### src/rtl/kvt_pkg.sv
// kvt_pkg: shared constants, command codes and types for the key/value table.
// No dependencies; compiled first.
`default_nettype none

package kvt_pkg;

  // Fixed field widths
  localparam int CMD_W   = 3;
  localparam int INDEX_W = 4;
  localparam int FILL_W  = 5;
  localparam int CAP_W   = 5;

  // Capacity after reset
  localparam logic [CAP_W-1:0] CAP_RESET = 5'd16;

  // Command codes
  localparam logic [CMD_W-1:0] CMD_INSERT     = 3'd0;
  localparam logic [CMD_W-1:0] CMD_UPDATE     = 3'd1;
  localparam logic [CMD_W-1:0] CMD_UPSERT     = 3'd2;
  localparam logic [CMD_W-1:0] CMD_ERASE      = 3'd3;
  localparam logic [CMD_W-1:0] CMD_LOOKUP     = 3'd4;
  localparam logic [CMD_W-1:0] CMD_READ_INDEX = 3'd5;

  // Port strobes from the sequencer to the pair memory
  typedef struct packed {
    logic rd_en;   // registered read of key and value
    logic wr_key;  // write key entry
    logic wr_val;  // write value entry
  } mem_ctrl_t;

endpackage

`default_nettype wire

### src/rtl/kvt_ifs.sv
// kvt_ifs: valid/ready channel interfaces for requests, results and capacity writes.
// Depends on kvt_pkg.
`default_nettype none

interface kvt_cmd_if import kvt_pkg::*; #(
  parameter int KEY_BITS   = 32,
  parameter int VALUE_BITS = 32
) ();
  logic                  valid;
  logic                  ready;
  logic [CMD_W-1:0]      command;
  logic [KEY_BITS-1:0]   key;
  logic [VALUE_BITS-1:0] value;
  logic [INDEX_W-1:0]    index;

  modport source(output valid, command, key, value, index, input ready);
  modport sink(input valid, command, key, value, index, output ready);
endinterface

interface kvt_rsp_if import kvt_pkg::*; #(
  parameter int KEY_BITS   = 32,
  parameter int VALUE_BITS = 32
) ();
  logic                  valid;
  logic                  ready;
  logic                  ok;
  logic [KEY_BITS-1:0]   key_out;
  logic [VALUE_BITS-1:0] value_out;
  logic [FILL_W-1:0]     fill_count;
  logic                  is_empty;

  modport source(output valid, ok, key_out, value_out, fill_count, is_empty, input ready);
  modport sink(input valid, ok, key_out, value_out, fill_count, is_empty, output ready);
endinterface

interface kvt_cfg_if import kvt_pkg::*; ();
  logic             valid;
  logic             ready;
  logic [CAP_W-1:0] data;

  modport source(output valid, data, input ready);
  modport sink(input valid, data, output ready);
endinterface

`default_nettype wire

### src/rtl/kvt_store.sv
// kvt_store: pair memory, one write port per array and one registered read port.
// Depends on kvt_pkg.
`default_nettype none

module kvt_store import kvt_pkg::*; #(
  parameter int DEPTH      = 16,
  parameter int KEY_BITS   = 32,
  parameter int VALUE_BITS = 32,
  localparam int AW        = (DEPTH > 1) ? $clog2(DEPTH) : 1
) (
  input  wire logic                  clk,
  input  wire mem_ctrl_t             ctrl,
  input  wire logic [AW-1:0]         rd_addr,
  input  wire logic [AW-1:0]         wr_addr,
  input  wire logic [KEY_BITS-1:0]   wr_key_data,
  input  wire logic [VALUE_BITS-1:0] wr_val_data,
  output      logic [KEY_BITS-1:0]   rd_key,
  output      logic [VALUE_BITS-1:0] rd_val
);

  logic [KEY_BITS-1:0]   key_mem [DEPTH];
  logic [VALUE_BITS-1:0] val_mem [DEPTH];

  // Writes
  always_ff @(posedge clk) begin
    if (ctrl.wr_key) begin
      key_mem[wr_addr] <= wr_key_data;
    end
    if (ctrl.wr_val) begin
      val_mem[wr_addr] <= wr_val_data;
    end
  end

  // Registered read; data holds until the next read strobe
  always_ff @(posedge clk) begin
    if (ctrl.rd_en) begin
      rd_key <= key_mem[rd_addr];
      rd_val <= val_mem[rd_addr];
    end
  end

endmodule

`default_nettype wire

### src/rtl/kvt_seq.sv
// kvt_seq: command sequencer with the shared key comparator, fill count and result register.
// Depends on kvt_pkg and kvt_ifs; drives the kvt_store ports.
`default_nettype none

module kvt_seq import kvt_pkg::*; #(
  parameter int DEPTH      = 16,
  parameter int KEY_BITS   = 32,
  parameter int VALUE_BITS = 32,
  localparam int AW        = (DEPTH > 1) ? $clog2(DEPTH) : 1,
  localparam int CW        = $clog2(DEPTH + 1)
) (
  input  wire logic                  clk,
  input  wire logic                  rst,
  kvt_cmd_if.sink                    cmd,
  kvt_rsp_if.source                  rsp,
  input  wire logic [CAP_W-1:0]      capacity,
  output      mem_ctrl_t             mem_ctrl,
  output      logic [AW-1:0]         rd_addr,
  output      logic [AW-1:0]         wr_addr,
  output      logic [KEY_BITS-1:0]   wr_key_data,
  output      logic [VALUE_BITS-1:0] wr_val_data,
  input  wire logic [KEY_BITS-1:0]   rd_key,
  input  wire logic [VALUE_BITS-1:0] rd_val
);

  // Compare widths wide enough for both operands
  localparam int EW = (CW > CAP_W) ? CW : CAP_W;
  localparam int XW = (CW > INDEX_W) ? CW : INDEX_W;

  localparam logic [2:0] S_IDLE       = 3'd0;
  localparam logic [2:0] S_SEARCH     = 3'd1;
  localparam logic [2:0] S_ERASE_RD   = 3'd2;
  localparam logic [2:0] S_ERASE_WR   = 3'd3;
  localparam logic [2:0] S_INDEX_RD   = 3'd4;
  localparam logic [2:0] S_INDEX_WAIT = 3'd5;
  localparam logic [2:0] S_FINISH     = 3'd6;

  logic [2:0]            state;
  logic [CMD_W-1:0]      cmd_r;
  logic [KEY_BITS-1:0]   key_r;
  logic [VALUE_BITS-1:0] val_r;
  logic [INDEX_W-1:0]    idx_r;
  logic [CW-1:0]         count;
  logic [CW-1:0]         ptr;
  logic                  pend;      // a read of entry hit_addr is in rd_key/rd_val
  logic [AW-1:0]         hit_addr;
  logic                  res_ok;
  logic [KEY_BITS-1:0]   res_key;
  logic [VALUE_BITS-1:0] res_val;

  logic match;
  logic scan_end;
  logic has_room;
  logic idx_ok;
  logic appends;

  // Shared comparator and bounds checks
  assign match    = pend && (rd_key == key_r);
  assign scan_end = (ptr >= count);
  assign has_room = (EW'(count) < EW'(capacity)) && (count < CW'(DEPTH));
  assign idx_ok   = (XW'(idx_r) < XW'(count));
  assign appends  = ((cmd_r == CMD_INSERT) || (cmd_r == CMD_UPSERT)) && has_room;

  assign cmd.ready = (state == S_IDLE);

  // Memory port control
  always_comb begin
    mem_ctrl    = '0;
    rd_addr     = AW'(ptr);
    wr_addr     = hit_addr;
    wr_key_data = key_r;
    wr_val_data = val_r;
    unique case (state)
      S_SEARCH: begin
        if (match) begin
          mem_ctrl.wr_val = (cmd_r == CMD_UPDATE) || (cmd_r == CMD_UPSERT);
        end else if (scan_end) begin
          mem_ctrl.wr_key = appends;
          mem_ctrl.wr_val = appends;
          wr_addr         = AW'(count);
        end else begin
          mem_ctrl.rd_en = 1'b1;
        end
      end
      S_ERASE_RD: begin
        mem_ctrl.rd_en = 1'b1;
        rd_addr        = AW'(count - 1'b1);
      end
      S_ERASE_WR: begin
        mem_ctrl.wr_key = 1'b1;
        mem_ctrl.wr_val = 1'b1;
        wr_key_data     = rd_key;
        wr_val_data     = rd_val;
      end
      S_INDEX_RD: begin
        mem_ctrl.rd_en = idx_ok;
        rd_addr        = AW'(idx_r);
      end
      default: begin
      end
    endcase
  end

  // Sequencer, fill count and result register
  always_ff @(posedge clk) begin
    if (rst) begin
      state     <= S_IDLE;
      count     <= '0;
      pend      <= 1'b0;
      rsp.valid <= 1'b0;
    end else begin
      // the finish state reloads the result register itself
      if (rsp.valid && rsp.ready && (state != S_FINISH)) begin
        rsp.valid <= 1'b0;
      end
      unique case (state)
        S_IDLE: begin
          if (cmd.valid) begin
            cmd_r   <= cmd.command;
            key_r   <= cmd.key;
            val_r   <= cmd.value;
            idx_r   <= cmd.index;
            ptr     <= '0;
            pend    <= 1'b0;
            res_ok  <= 1'b0;
            res_key <= '0;
            res_val <= '0;
            case (cmd.command) inside
              CMD_INSERT, CMD_UPDATE, CMD_UPSERT, CMD_ERASE, CMD_LOOKUP: state <= S_SEARCH;
              CMD_READ_INDEX: state <= S_INDEX_RD;
              default:        state <= S_FINISH;
            endcase
          end
        end
        S_SEARCH: begin
          if (match) begin
            pend <= 1'b0;
            case (cmd_r) inside
              CMD_UPDATE, CMD_UPSERT: begin
                res_ok <= 1'b1;
                state  <= S_FINISH;
              end
              CMD_ERASE: state <= S_ERASE_RD;
              CMD_LOOKUP: begin
                res_ok  <= 1'b1;
                res_val <= rd_val;
                state   <= S_FINISH;
              end
              default: state <= S_FINISH;
            endcase
          end else if (scan_end) begin
            pend <= 1'b0;
            if (appends) begin
              count  <= count + 1'b1;
              res_ok <= 1'b1;
            end
            state <= S_FINISH;
          end else begin
            // one stored key per cycle into the comparator
            pend     <= 1'b1;
            hit_addr <= AW'(ptr);
            ptr      <= ptr + 1'b1;
          end
        end
        S_ERASE_RD: state <= S_ERASE_WR;
        S_ERASE_WR: begin
          count  <= count - 1'b1;
          res_ok <= 1'b1;
          state  <= S_FINISH;
        end
        S_INDEX_RD: state <= idx_ok ? S_INDEX_WAIT : S_FINISH;
        S_INDEX_WAIT: begin
          res_ok  <= 1'b1;
          res_key <= rd_key;
          res_val <= rd_val;
          state   <= S_FINISH;
        end
        S_FINISH: begin
          // hand over once the result register is free
          if (!rsp.valid || rsp.ready) begin
            rsp.valid      <= 1'b1;
            rsp.ok         <= res_ok;
            rsp.key_out    <= res_key;
            rsp.value_out  <= res_val;
            rsp.fill_count <= FILL_W'(count);
            rsp.is_empty   <= (count == '0);
            state          <= S_IDLE;
          end
        end
        default: state <= S_IDLE;
      endcase
    end
  end

endmodule

`default_nettype wire

### src/rtl/key_value_table.sv
// Key/value table: up to DEPTH unique key/value pairs kept packed at positions
// 0 .. fill_count-1. A request is taken only while the block is idle; insert, update,
// insert-or-update, erase and lookup scan the stored keys through the single read port
// of the pair memory, one key per cycle against one shared comparator, and the scan
// stops at the first matching key or at the fill count. An erase that finds its key
// moves the last pair into the hole. Read-by-index reads the pair at the index, skipping
// the read when the index is at or past the fill count; an undefined command goes
// straight to the result. The result sits in an output register, so the next request
// may be taken while it waits. The capacity register (reset 16, clipped to DEPTH) may be
// written at any time the block is idle; the write channel is always ready.
// Depends on kvt_pkg, kvt_ifs, kvt_store and kvt_seq.
`default_nettype none

module key_value_table import kvt_pkg::*; #(
  parameter int DEPTH      = 16,
  parameter int KEY_BITS   = 32,
  parameter int VALUE_BITS = 32
) (
  input  wire logic clk,
  input  wire logic rst,
  kvt_cmd_if.sink   cmd,
  kvt_rsp_if.source rsp,
  kvt_cfg_if.sink   cfg
);

  localparam int AW = (DEPTH > 1) ? $clog2(DEPTH) : 1;

  logic [CAP_W-1:0]      capacity;
  mem_ctrl_t             mem_ctrl;
  logic [AW-1:0]         rd_addr;
  logic [AW-1:0]         wr_addr;
  logic [KEY_BITS-1:0]   wr_key_data;
  logic [VALUE_BITS-1:0] wr_val_data;
  logic [KEY_BITS-1:0]   rd_key;
  logic [VALUE_BITS-1:0] rd_val;

  // Capacity register
  assign cfg.ready = 1'b1;

  always_ff @(posedge clk) begin
    if (rst) begin
      capacity <= CAP_RESET;
    end else if (cfg.valid) begin
      capacity <= cfg.data;
    end
  end

  kvt_seq #(
    .DEPTH      (DEPTH),
    .KEY_BITS   (KEY_BITS),
    .VALUE_BITS (VALUE_BITS)
  ) u_seq (
    .clk         (clk),
    .rst         (rst),
    .cmd         (cmd),
    .rsp         (rsp),
    .capacity    (capacity),
    .mem_ctrl    (mem_ctrl),
    .rd_addr     (rd_addr),
    .wr_addr     (wr_addr),
    .wr_key_data (wr_key_data),
    .wr_val_data (wr_val_data),
    .rd_key      (rd_key),
    .rd_val      (rd_val)
  );

  kvt_store #(
    .DEPTH      (DEPTH),
    .KEY_BITS   (KEY_BITS),
    .VALUE_BITS (VALUE_BITS)
  ) u_store (
    .clk         (clk),
    .ctrl        (mem_ctrl),
    .rd_addr     (rd_addr),
    .wr_addr     (wr_addr),
    .wr_key_data (wr_key_data),
    .wr_val_data (wr_val_data),
    .rd_key      (rd_key),
    .rd_val      (rd_val)
  );

endmodule

`default_nettype wire

### src/flat_wrapper.sv
// flat-port wrapper written by rule: the top's interface ports become plain ports
module key_value_table_flat import kvt_pkg::*;
#(
  parameter int DEPTH      = 16,
  parameter int KEY_BITS   = 32,
  parameter int VALUE_BITS = 32
)
  (clk, rst, cmd_valid, cmd_command, cmd_key, cmd_value, cmd_index, cmd_ready, rsp_valid, rsp_ok, rsp_key_out, rsp_value_out, rsp_fill_count, rsp_is_empty, rsp_ready, cfg_valid, cfg_data, cfg_ready);
  kvt_cmd_if #(.KEY_BITS(KEY_BITS), .VALUE_BITS(VALUE_BITS)) cmd_i ();
  kvt_rsp_if #(.KEY_BITS(KEY_BITS), .VALUE_BITS(VALUE_BITS)) rsp_i ();
  kvt_cfg_if cfg_i ();
  input  wire logic clk;
  input  wire logic rst;
  input wire logic [$bits(cmd_i.valid)-1:0] cmd_valid;
  input wire logic [$bits(cmd_i.command)-1:0] cmd_command;
  input wire logic [$bits(cmd_i.key)-1:0] cmd_key;
  input wire logic [$bits(cmd_i.value)-1:0] cmd_value;
  input wire logic [$bits(cmd_i.index)-1:0] cmd_index;
  output wire logic [$bits(cmd_i.ready)-1:0] cmd_ready;
  output wire logic [$bits(rsp_i.valid)-1:0] rsp_valid;
  output wire logic [$bits(rsp_i.ok)-1:0] rsp_ok;
  output wire logic [$bits(rsp_i.key_out)-1:0] rsp_key_out;
  output wire logic [$bits(rsp_i.value_out)-1:0] rsp_value_out;
  output wire logic [$bits(rsp_i.fill_count)-1:0] rsp_fill_count;
  output wire logic [$bits(rsp_i.is_empty)-1:0] rsp_is_empty;
  input wire logic [$bits(rsp_i.ready)-1:0] rsp_ready;
  input wire logic [$bits(cfg_i.valid)-1:0] cfg_valid;
  input wire logic [$bits(cfg_i.data)-1:0] cfg_data;
  output wire logic [$bits(cfg_i.ready)-1:0] cfg_ready;
  assign cmd_i.valid = cmd_valid;
  assign cmd_i.command = cmd_command;
  assign cmd_i.key = cmd_key;
  assign cmd_i.value = cmd_value;
  assign cmd_i.index = cmd_index;
  assign cmd_ready = cmd_i.ready;
  assign rsp_valid = rsp_i.valid;
  assign rsp_ok = rsp_i.ok;
  assign rsp_key_out = rsp_i.key_out;
  assign rsp_value_out = rsp_i.value_out;
  assign rsp_fill_count = rsp_i.fill_count;
  assign rsp_is_empty = rsp_i.is_empty;
  assign rsp_i.ready = rsp_ready;
  assign cfg_i.valid = cfg_valid;
  assign cfg_i.data = cfg_data;
  assign cfg_ready = cfg_i.ready;
  key_value_table #(.DEPTH(DEPTH), .KEY_BITS(KEY_BITS), .VALUE_BITS(VALUE_BITS)) u_core (.clk(clk), .rst(rst), .cmd(cmd_i), .rsp(rsp_i), .cfg(cfg_i));
endmodule
### config.mk
export PLATFORM = sky130hd
export DESIGN_NAME = key_value_table_flat
export DESIGN_NICKNAME = d
export VERILOG_FILES = /design/src/rtl/kvt_pkg.sv /design/src/rtl/kvt_ifs.sv /design/src/rtl/kvt_store.sv /design/src/rtl/kvt_seq.sv /design/src/rtl/key_value_table.sv /design/src/flat_wrapper.sv
export SDC_FILE = /design/constraint.sdc
export NUM_CORES = 2
export LEC_CHECK = 0
export BUFFER_PORTS_ARGS = -buffer_cell sky130_fd_sc_hd__buf_2
export CAP_MARGIN = 20
export CELL_PAD_IN_SITES_DETAIL_PLACEMENT = 1
export CELL_PAD_IN_SITES_GLOBAL_PLACEMENT = 1
export CORE_UTILIZATION = 38
export CTS_BUF_LIST = sky130_fd_sc_hd__clkbuf_16
export CTS_CLUSTER_SIZE = 10
export DETAILED_ROUTE_END_ITERATION = 10
export GPL_TIMING_DRIVEN = 0
export PLACE_DENSITY_LB_ADDON = 0.1
export SLEW_MARGIN = 15
export SYNTH_ARGS = -nofsm -noshare
export SYNTH_HDL_FRONTEND = slang
export SYNTH_SLANG_ARGS = --single-unit
### constraint.sdc
create_clock -name clk -period 13 [get_ports clk]
set_clock_uncertainty 0.2 [all_clocks]
set_input_delay 3.9 -clock clk [delete_from_list [all_inputs] [get_ports clk]]
set_output_delay 3.9 -clock clk [all_outputs]
set_load 0.02 [all_outputs]
After elaboration in Yosys (flattened, before gate mapping)
Memory sizes are Yosys's and may differ from the RTL's. A register that Yosys moved wholly into a read port is not among the register bits.
Index checks and enable logic that the tools add are counted.
{ "word_totals": {"regBits": 231, "latch_bits": 0, "ramBits": 1024, "mem_bits_ro": 0, "in_bits": 81, "out_inout_bits": 74, "memories": 2} }
{ "memory_table": {"columns": ["memory", "words", "word_bits", "rd", "rd_ports_with_merged_regs", "write_ports", "line_no", "rtl"], "rows": [
  ["u_core.u_store.key_mem", 16, 32, 1, 1, 1, "kvt_store.sv:21", "logic [KEY_BITS-1:0] key_mem [DEPTH];"],
  ["u_core.u_store.val_mem", 16, 32, 1, 1, 1, "kvt_store.sv:22", "logic [VALUE_BITS-1:0] val_mem [DEPTH];"]
]} }
{ "op_classes": {"add_sub_neg": 3, "multipliers": 0, "div": 0, "n_lt_le_gt_ge": 4, "eq_ne": 31, "n_shift": 0, "n_mux": 54, "bitwise_logic": 3, "n_reduce_logical": 31} }
{ "op_table": {"columns": ["operator", "n"], "rows": [
  ["32-bit 2-to-1 mux", 7],
  ["32-bit case mux with 3 select lines", 1],
  ["32-bit case mux with 2 select lines", 1],
  ["32-bit == test", 1],
  ["5-bit 2-to-1 mux", 6],
  ["3-bit 2-to-1 mux", 7],
  ["2-bit inequality test, second input constant", 10],
  ["5-bit case mux with 2 select lines", 2],
  ["3-bit by 2-bit == test with 1-bit output, second input constant", 6],
  ["3-bit == test, second input constant", 6],
  ["3-bit case mux with 6 select lines", 1],
  ["1-bit 2-to-1 mux", 17],
  ["7-bit AND reduction", 2],
  ["4-bit 2-to-1 mux", 3],
  ["3-bit AND reduction", 4],
  ["5-bit by 1-bit adder with 5-bit output, second input constant", 2],
  ["3-bit by 1-bit == test with 1-bit output, second input constant", 3],
  ["3-bit zero test", 3],
  ["3-bit inequality test, second input constant", 3],
  ["2-bit 2-to-1 mux", 4],
  ["4-bit by 3-bit inequality test with 1-bit output, second input constant", 2],
  ["4-bit case mux with 2 select lines", 1],
  ["4-bit AND reduction", 2],
  ["1-bit case mux with 3 select lines", 2],
  ["other kinds (18)", 30]
]} }

Logic depth before layout (Yosys ltp)
{ "depth": {"depth_word": 8, "ltp_mapped": 11} }

Modules after synthesis
Synthesis repeated with hierarchy kept, for this count alone.
{ "hier_totals": {"hier_cells": 2293, "hier_area_um2": 49887.8} }
{ "modules_own_cells": {"columns": ["mod", "n_inst", "cells_each", "area_per_inst_um2", "seq_area_each_um2"], "rows": [
  ["kvt_store", 1, 1671, 40323.7, 32671.3],
  ["kvt_seq", 1, 604, 9369.0, 6686.4],
  ["key_value_table", 1, 18, 195.2, 100.1]
]} }

Worst setup path after synthesis
OpenSTA, ideal clock, no wires.
{ "synth_path": {"path_type": "input to register", "startpoint": "input rst", "endpoint": "register u_core.u_seq.cmd_r[0], enable pin", "setup_time_ns": 0.501, "arrival_ns": 7.290, "required_time_ns": 12.299, "slack_ns": 5.009, "cell_stages": 3, "path_buffers": 2, "cell_sequence": "clkbuf_1 > buf_1 > nor2_1"} }
{ "synth_between": {"elab_chain_len": 2} }
{ "synth_rtl": {"columns": ["element", "line_no", "rtl"], "rows": [
  ["start: declaration", "flat_wrapper.sv:13", "input wire logic rst;"],
  ["1-bit inverter (no source line)", null, null],
  ["3-bit AND reduction (no source line)", null, null],
  ["end signal: assignment", "kvt_seq.sv:119", "cmd_r <= cmd.command;"],
  ["end: declaration", "kvt_seq.sv:39", "logic [CMD_W-1:0] cmd_r;"]
]} }
Every way passes these cells.
A chain may end at the register's enable or synchronous reset.

Worst setup path in the final report
{ "layout_path": {"startpoint": "register u_core.u_seq.state[2]", "endpoint": "output cmd_ready"} }
{ "layout_between": {"elab_chain_len": 1} }
{ "layout_rtl": {"columns": ["element", "line_no", "rtl"], "rows": [
  ["start: declaration", "kvt_seq.sv:38", "logic [2:0] state;"],
  ["start signal: assignment", "kvt_seq.sv:171", "S_INDEX_RD: state <= idx_ok ? S_INDEX_WAIT : S_FINISH;"],
  ["3-bit zero test", "kvt_seq.sv:64", "assign cmd.ready = (state == S_IDLE);"],
  ["end: declaration", "flat_wrapper.sv:19", "output wire logic [$bits(cmd_i.ready)-1:0] cmd_ready;"]
]} }
Every way passes these cells.

==> impl_metrics.env <==
export IMPL_final_layout_size_suffix_gt1_frac=0.161
export IMPL_cts_reportedPaths_clkPinSlew_ns=0.05
export IMPL_async_flop_share=0
export IMPL_internal_power_mw=8.95
export IMPL_p_switching_mw=5.26
export IMPL_clock_fmax_mhz=148
export IMPL_whs_endpoint="u_core.u_seq.rsp.key_out[24]"
export IMPL_yosysWarnings=0
export IMPL_maxSlewHeadroom=0.182
export IMPL_cts_root_buf="clkbuf_16"
export IMPL_die_width_um=368
export IMPL_cts_buffers=154
export IMPL_end_kind="output pin"
export IMPL_r2r_slack_ns=7.27
export IMPL_netlist_instances=3191
export IMPL_synth_flop_cell="edfxtp_1"
export IMPL_vias=30366
export IMPL_design_area_um2=60700
export IMPL_pin_count=155
export IMPL_netlist_area_um2=51000
export IMPL_drc_errors=0
export IMPL_drtIter0Drc=2857
export IMPL_grt_max_degree=30
export IMPL_worstSetupPathType="reg -> out"
export IMPL_min_from="u_core.u_seq.res_key[24]"
export IMPL_finalSetupViolations=0
export IMPL_die_y_um=368
export IMPL_antenna_found_initial=9
export IMPL_place_port_buffers=152
export IMPL_post_cts_buffers=0
export IMPL_nets=3689
export IMPL_status="finished, final reports clean"
export IMPL_rsz0062_at_grt="no"
export IMPL_cp_max_fo=10
export IMPL_maxCapViolations=0
export IMPL_r2r_start="u_core.u_store.rd_key[9]"
export IMPL_p_clk_frac=0.271
export IMPL_n_fill_cell=12879
export IMPL_power_density_nw_per_um2=234
export IMPL_viasPerCell=5.60
export IMPL_reg2reg_to="u_core.u_store.val_mem[7][10]"
export IMPL_area_growth_pct=18.9
export IMPL_reg2reg_depth=11
export IMPL_hold_path_class="reg -> reg"
export IMPL_fin_crit_ns=6.73
export IMPL_synth_edff_count=1304
export IMPL_seq_power_share=0.392
export IMPL_avgSynthCellArea_um2=16.0
export IMPL_ant_nets=0
export IMPL_synth_fp_nets=3288
export IMPL_dr_pass1_iters=6
export IMPL_cts_sinks=1319
export IMPL_slew_viol_final=0
export IMPL_place_gp_congestion=0.854
export IMPL_ir_worst_vdd_mv=0.112
export IMPL_ys_ff_latch=1319
export IMPL_swShare=0.370
export IMPL_h_tree_depth=4
export IMPL_comb_power_share=0.338
export IMPL_regArea_um2=39500
export IMPL_dp_hpwl_mm=113
export IMPL_cp_start_kind="register"
export IMPL_cts_resized=0
export IMPL_period_share=0.518
export IMPL_cp_arrival_ns=2.63
export IMPL_coreArea_um2=133000
export IMPL_dieArea_um2=136000
export IMPL_finalHoldViolations=0
export IMPL_final_core_util=0.455
export IMPL_yosysSeqAreaShare=0.773
export IMPL_track_usage=0.245
export IMPL_rows=134
export IMPL_multi_input_area_um2=11000
export IMPL_max_slew_worst_pin_slew_ns=1.23
export IMPL_yosysUniqueCellTypes=58
export IMPL_finalWirelength_mm=166
export IMPL_wl_per_cell_um=30.6
export IMPL_ctsHoldBuffers=0
export IMPL_start_util=0.383
export IMPL_required_ns=8.90
export IMPL_setup_tns_ns=0
export IMPL_p_leak_nw=20.8
export IMPL_clk_latency_ns=0.78
export IMPL_grt_overflow=0
export IMPL_placed_cell_area_um2=56400
export IMPL_holdPathStages=0
export IMPL_cts_tree="done"
export IMPL_cts_buffer_depth=3
export IMPL_grt_pass1_vias=32123
export IMPL_grt_first_pass_wirelength_mm=235
-- power by group through the flow --
stage	clock, mW	combinational (mW)	sequential, mW
2_1_floorplan	0	2.69	5.56
3_3_place_gp	0	4.56	5.69
3_5_place_dp	0	4.80	5.65
4_1_cts	3.92	4.82	5.57
5_1_grt	4.06	5.06	5.59
6_report	3.84	4.80	5.57
-- metrics by stage --
step,setup WS [ns],power (mW),std cells,hold slack (ns)
2_1_floorplan,5.01,8.25,3191,0.200
4_1_cts,6.18,14.3,5423,0.213
3_5_place_dp,6.75,10.4,5204,0.205
3_3_place_gp,1.30,10.3,5111,0.201
5_1_grt,6.14,14.7,5423,0.217
6_report,6.27,14.2,5425,0.204
-- critical path, stage by stage, from the launching register on --
cell      delay (ns)
dfxtp_1         0.30
buf_2           0.20
buf_1           0.41
clkbuf_1        0.53
nor3_1          0.21
buf_2           0.21
-- registers in the layout, indices dropped and copies added (netlist names), 3 cells and up --
signal                       count
u_core.capacity                  5
u_core.u_seq.res_key            32
u_core.u_seq.idx_r               4
u_core.u_store.rd_key           32
u_core.u_seq.rsp.fill_count      5
u_core.u_seq.ptr                 5
u_core.u_seq.key_r              32
u_core.u_seq.rsp.value_out      32
u_core.u_store.rd_val           32
u_core.u_seq.hit_addr            4
u_core.u_seq.val_r              32
u_core.u_seq.cmd_r               3
u_core.u_seq.count               5
u_core.u_store.val_mem         512
u_core.u_seq.state               3
u_core.u_store.key_mem         512
u_core.u_seq.rsp.key_out        32
u_core.u_seq.res_val            32
-- metal layers --
| metal | track usage | up-vias | routed length [µm] |
|---|---|---|---|
| met5 | 0 | - | 0 |
| met4 | 0.0641 | 0 | 3650 |
| met3 | 0.0447 | 239 | 10800 |
| met2 | 0.391 | 1046 | 77700 |
| met1 | 0.344 | 15948 | 74100 |
| li1 | - | 13133 | - |
-- Yosys cell counts (6+ instances only) --
| master | instances | area (µm²) |
|---|---|---|
| dfxtp_1 | 15 | 300 |
| nand3_1 | 31 | 155 |
| mux2i_1 | 260 | 2600 |
| o211ai_1 | 6 | 45.0 |
| o21ai_0 | 6 | 30.0 |
| xnor2_1 | 7 | 61.3 |
| nor3_1 | 10 | 50.1 |
| nand2_1 | 733 | 2750 |
| nor2b_1 | 7 | 43.8 |
| ha_1 | 16 | 200 |
| nor2_1 | 45 | 169 |
| buf_2 | 77 | 385 |
| nor4_1 | 7 | 43.8 |
| or3_1 | 6 | 37.5 |
| and4_1 | 64 | 561 |
| a21o_1 | 6 | 45.0 |
| o22ai_1 | 10 | 62.6 |
| buf_6 | 8 | 90.1 |
| a21oi_1 | 28 | 140 |
| inv_1 | 13 | 48.8 |
| and3_1 | 67 | 419 |
| o32ai_1 | 6 | 52.6 |
| nand4_1 | 13 | 81.3 |
| edfxtp_1 | 1304 | 39200 |
| clkbuf_1 | 69 | 259 |
| buf_4 | 27 | 203 |
| a32oi_1 | 257 | 2250 |
| xor2_1 | 33 | 289 |
| nand2b_1 | 11 | 68.8 |
-- cells by family (layout without fill, tap and decap cells) --
family | count (synthesis) | after routing | synth area share
AO/OA/AOI/OAI | 344 | 344 | 0.0561
flip-flops | 1319 | 1319 | 0.773
buffers and inverters | 201 | 665 | 0.0199
multiplexers | 263 | 263 | 0.0517
adder cells (fa/ha/maj) | 16 | 16 | 0.00392
other | 1 | 3 | 0.0000735
AND/OR/NAND/NOR | 1007 | 1007 | 0.0883
XOR/XNOR | 40 | 40 | 0.00687
-- cell type report --
class	instances	share of cell area
buffer	187	0.0159
sequential	1319	0.650
clock inverter	59	0.00509
antenna	2	0.0000824
tap	1768	0.0364
clock buffer	160	0.0660
inverter	14	0.000866
multi-input combinational	1671	0.182
timing repair buffer	245	0.0441
-- worst max path at each step --
stage	startpoint	cells past startpoint	endpoint
after global routing	u_core.u_seq.state[2]	5	cmd_ready
after floorplan	rst	3	u_core.u_seq.cmd_r[0]
after detailed placement	rst	7	u_core.u_seq.res_key[29]
after CTS	u_core.u_seq.state[2]	5	cmd_ready
after global placement	u_core.u_seq.count[1]	9	u_core.u_store.key_mem[4][23]
final	u_core.u_seq.state[2]	5	cmd_ready
-- placed cells by master (no fill, tap or decap), drive strengths merged, types with 7 or more instances in the layout --
cell type,synthesis,final
xnor2,7,7
a32oi,257,257
and4,64,64
nand4,13,13
clkinv,0,10
nand2b,11,11
nor2b,8,8
buf,117,362
inv,14,62
o22ai,10,10
and3,67,67
mux2i,260,260
xor2,33,33
a21oi,29,29
ha,16,16
nand3,31,31
edfxtp,1304,1304
dfxtp,15,15
o21ai,11,11
nor2,49,49
nand2,733,733
nor3,13,13
clkbuf,70,230
nor4,7,7
Note: power is estimated with default switching activity, not from simulation.
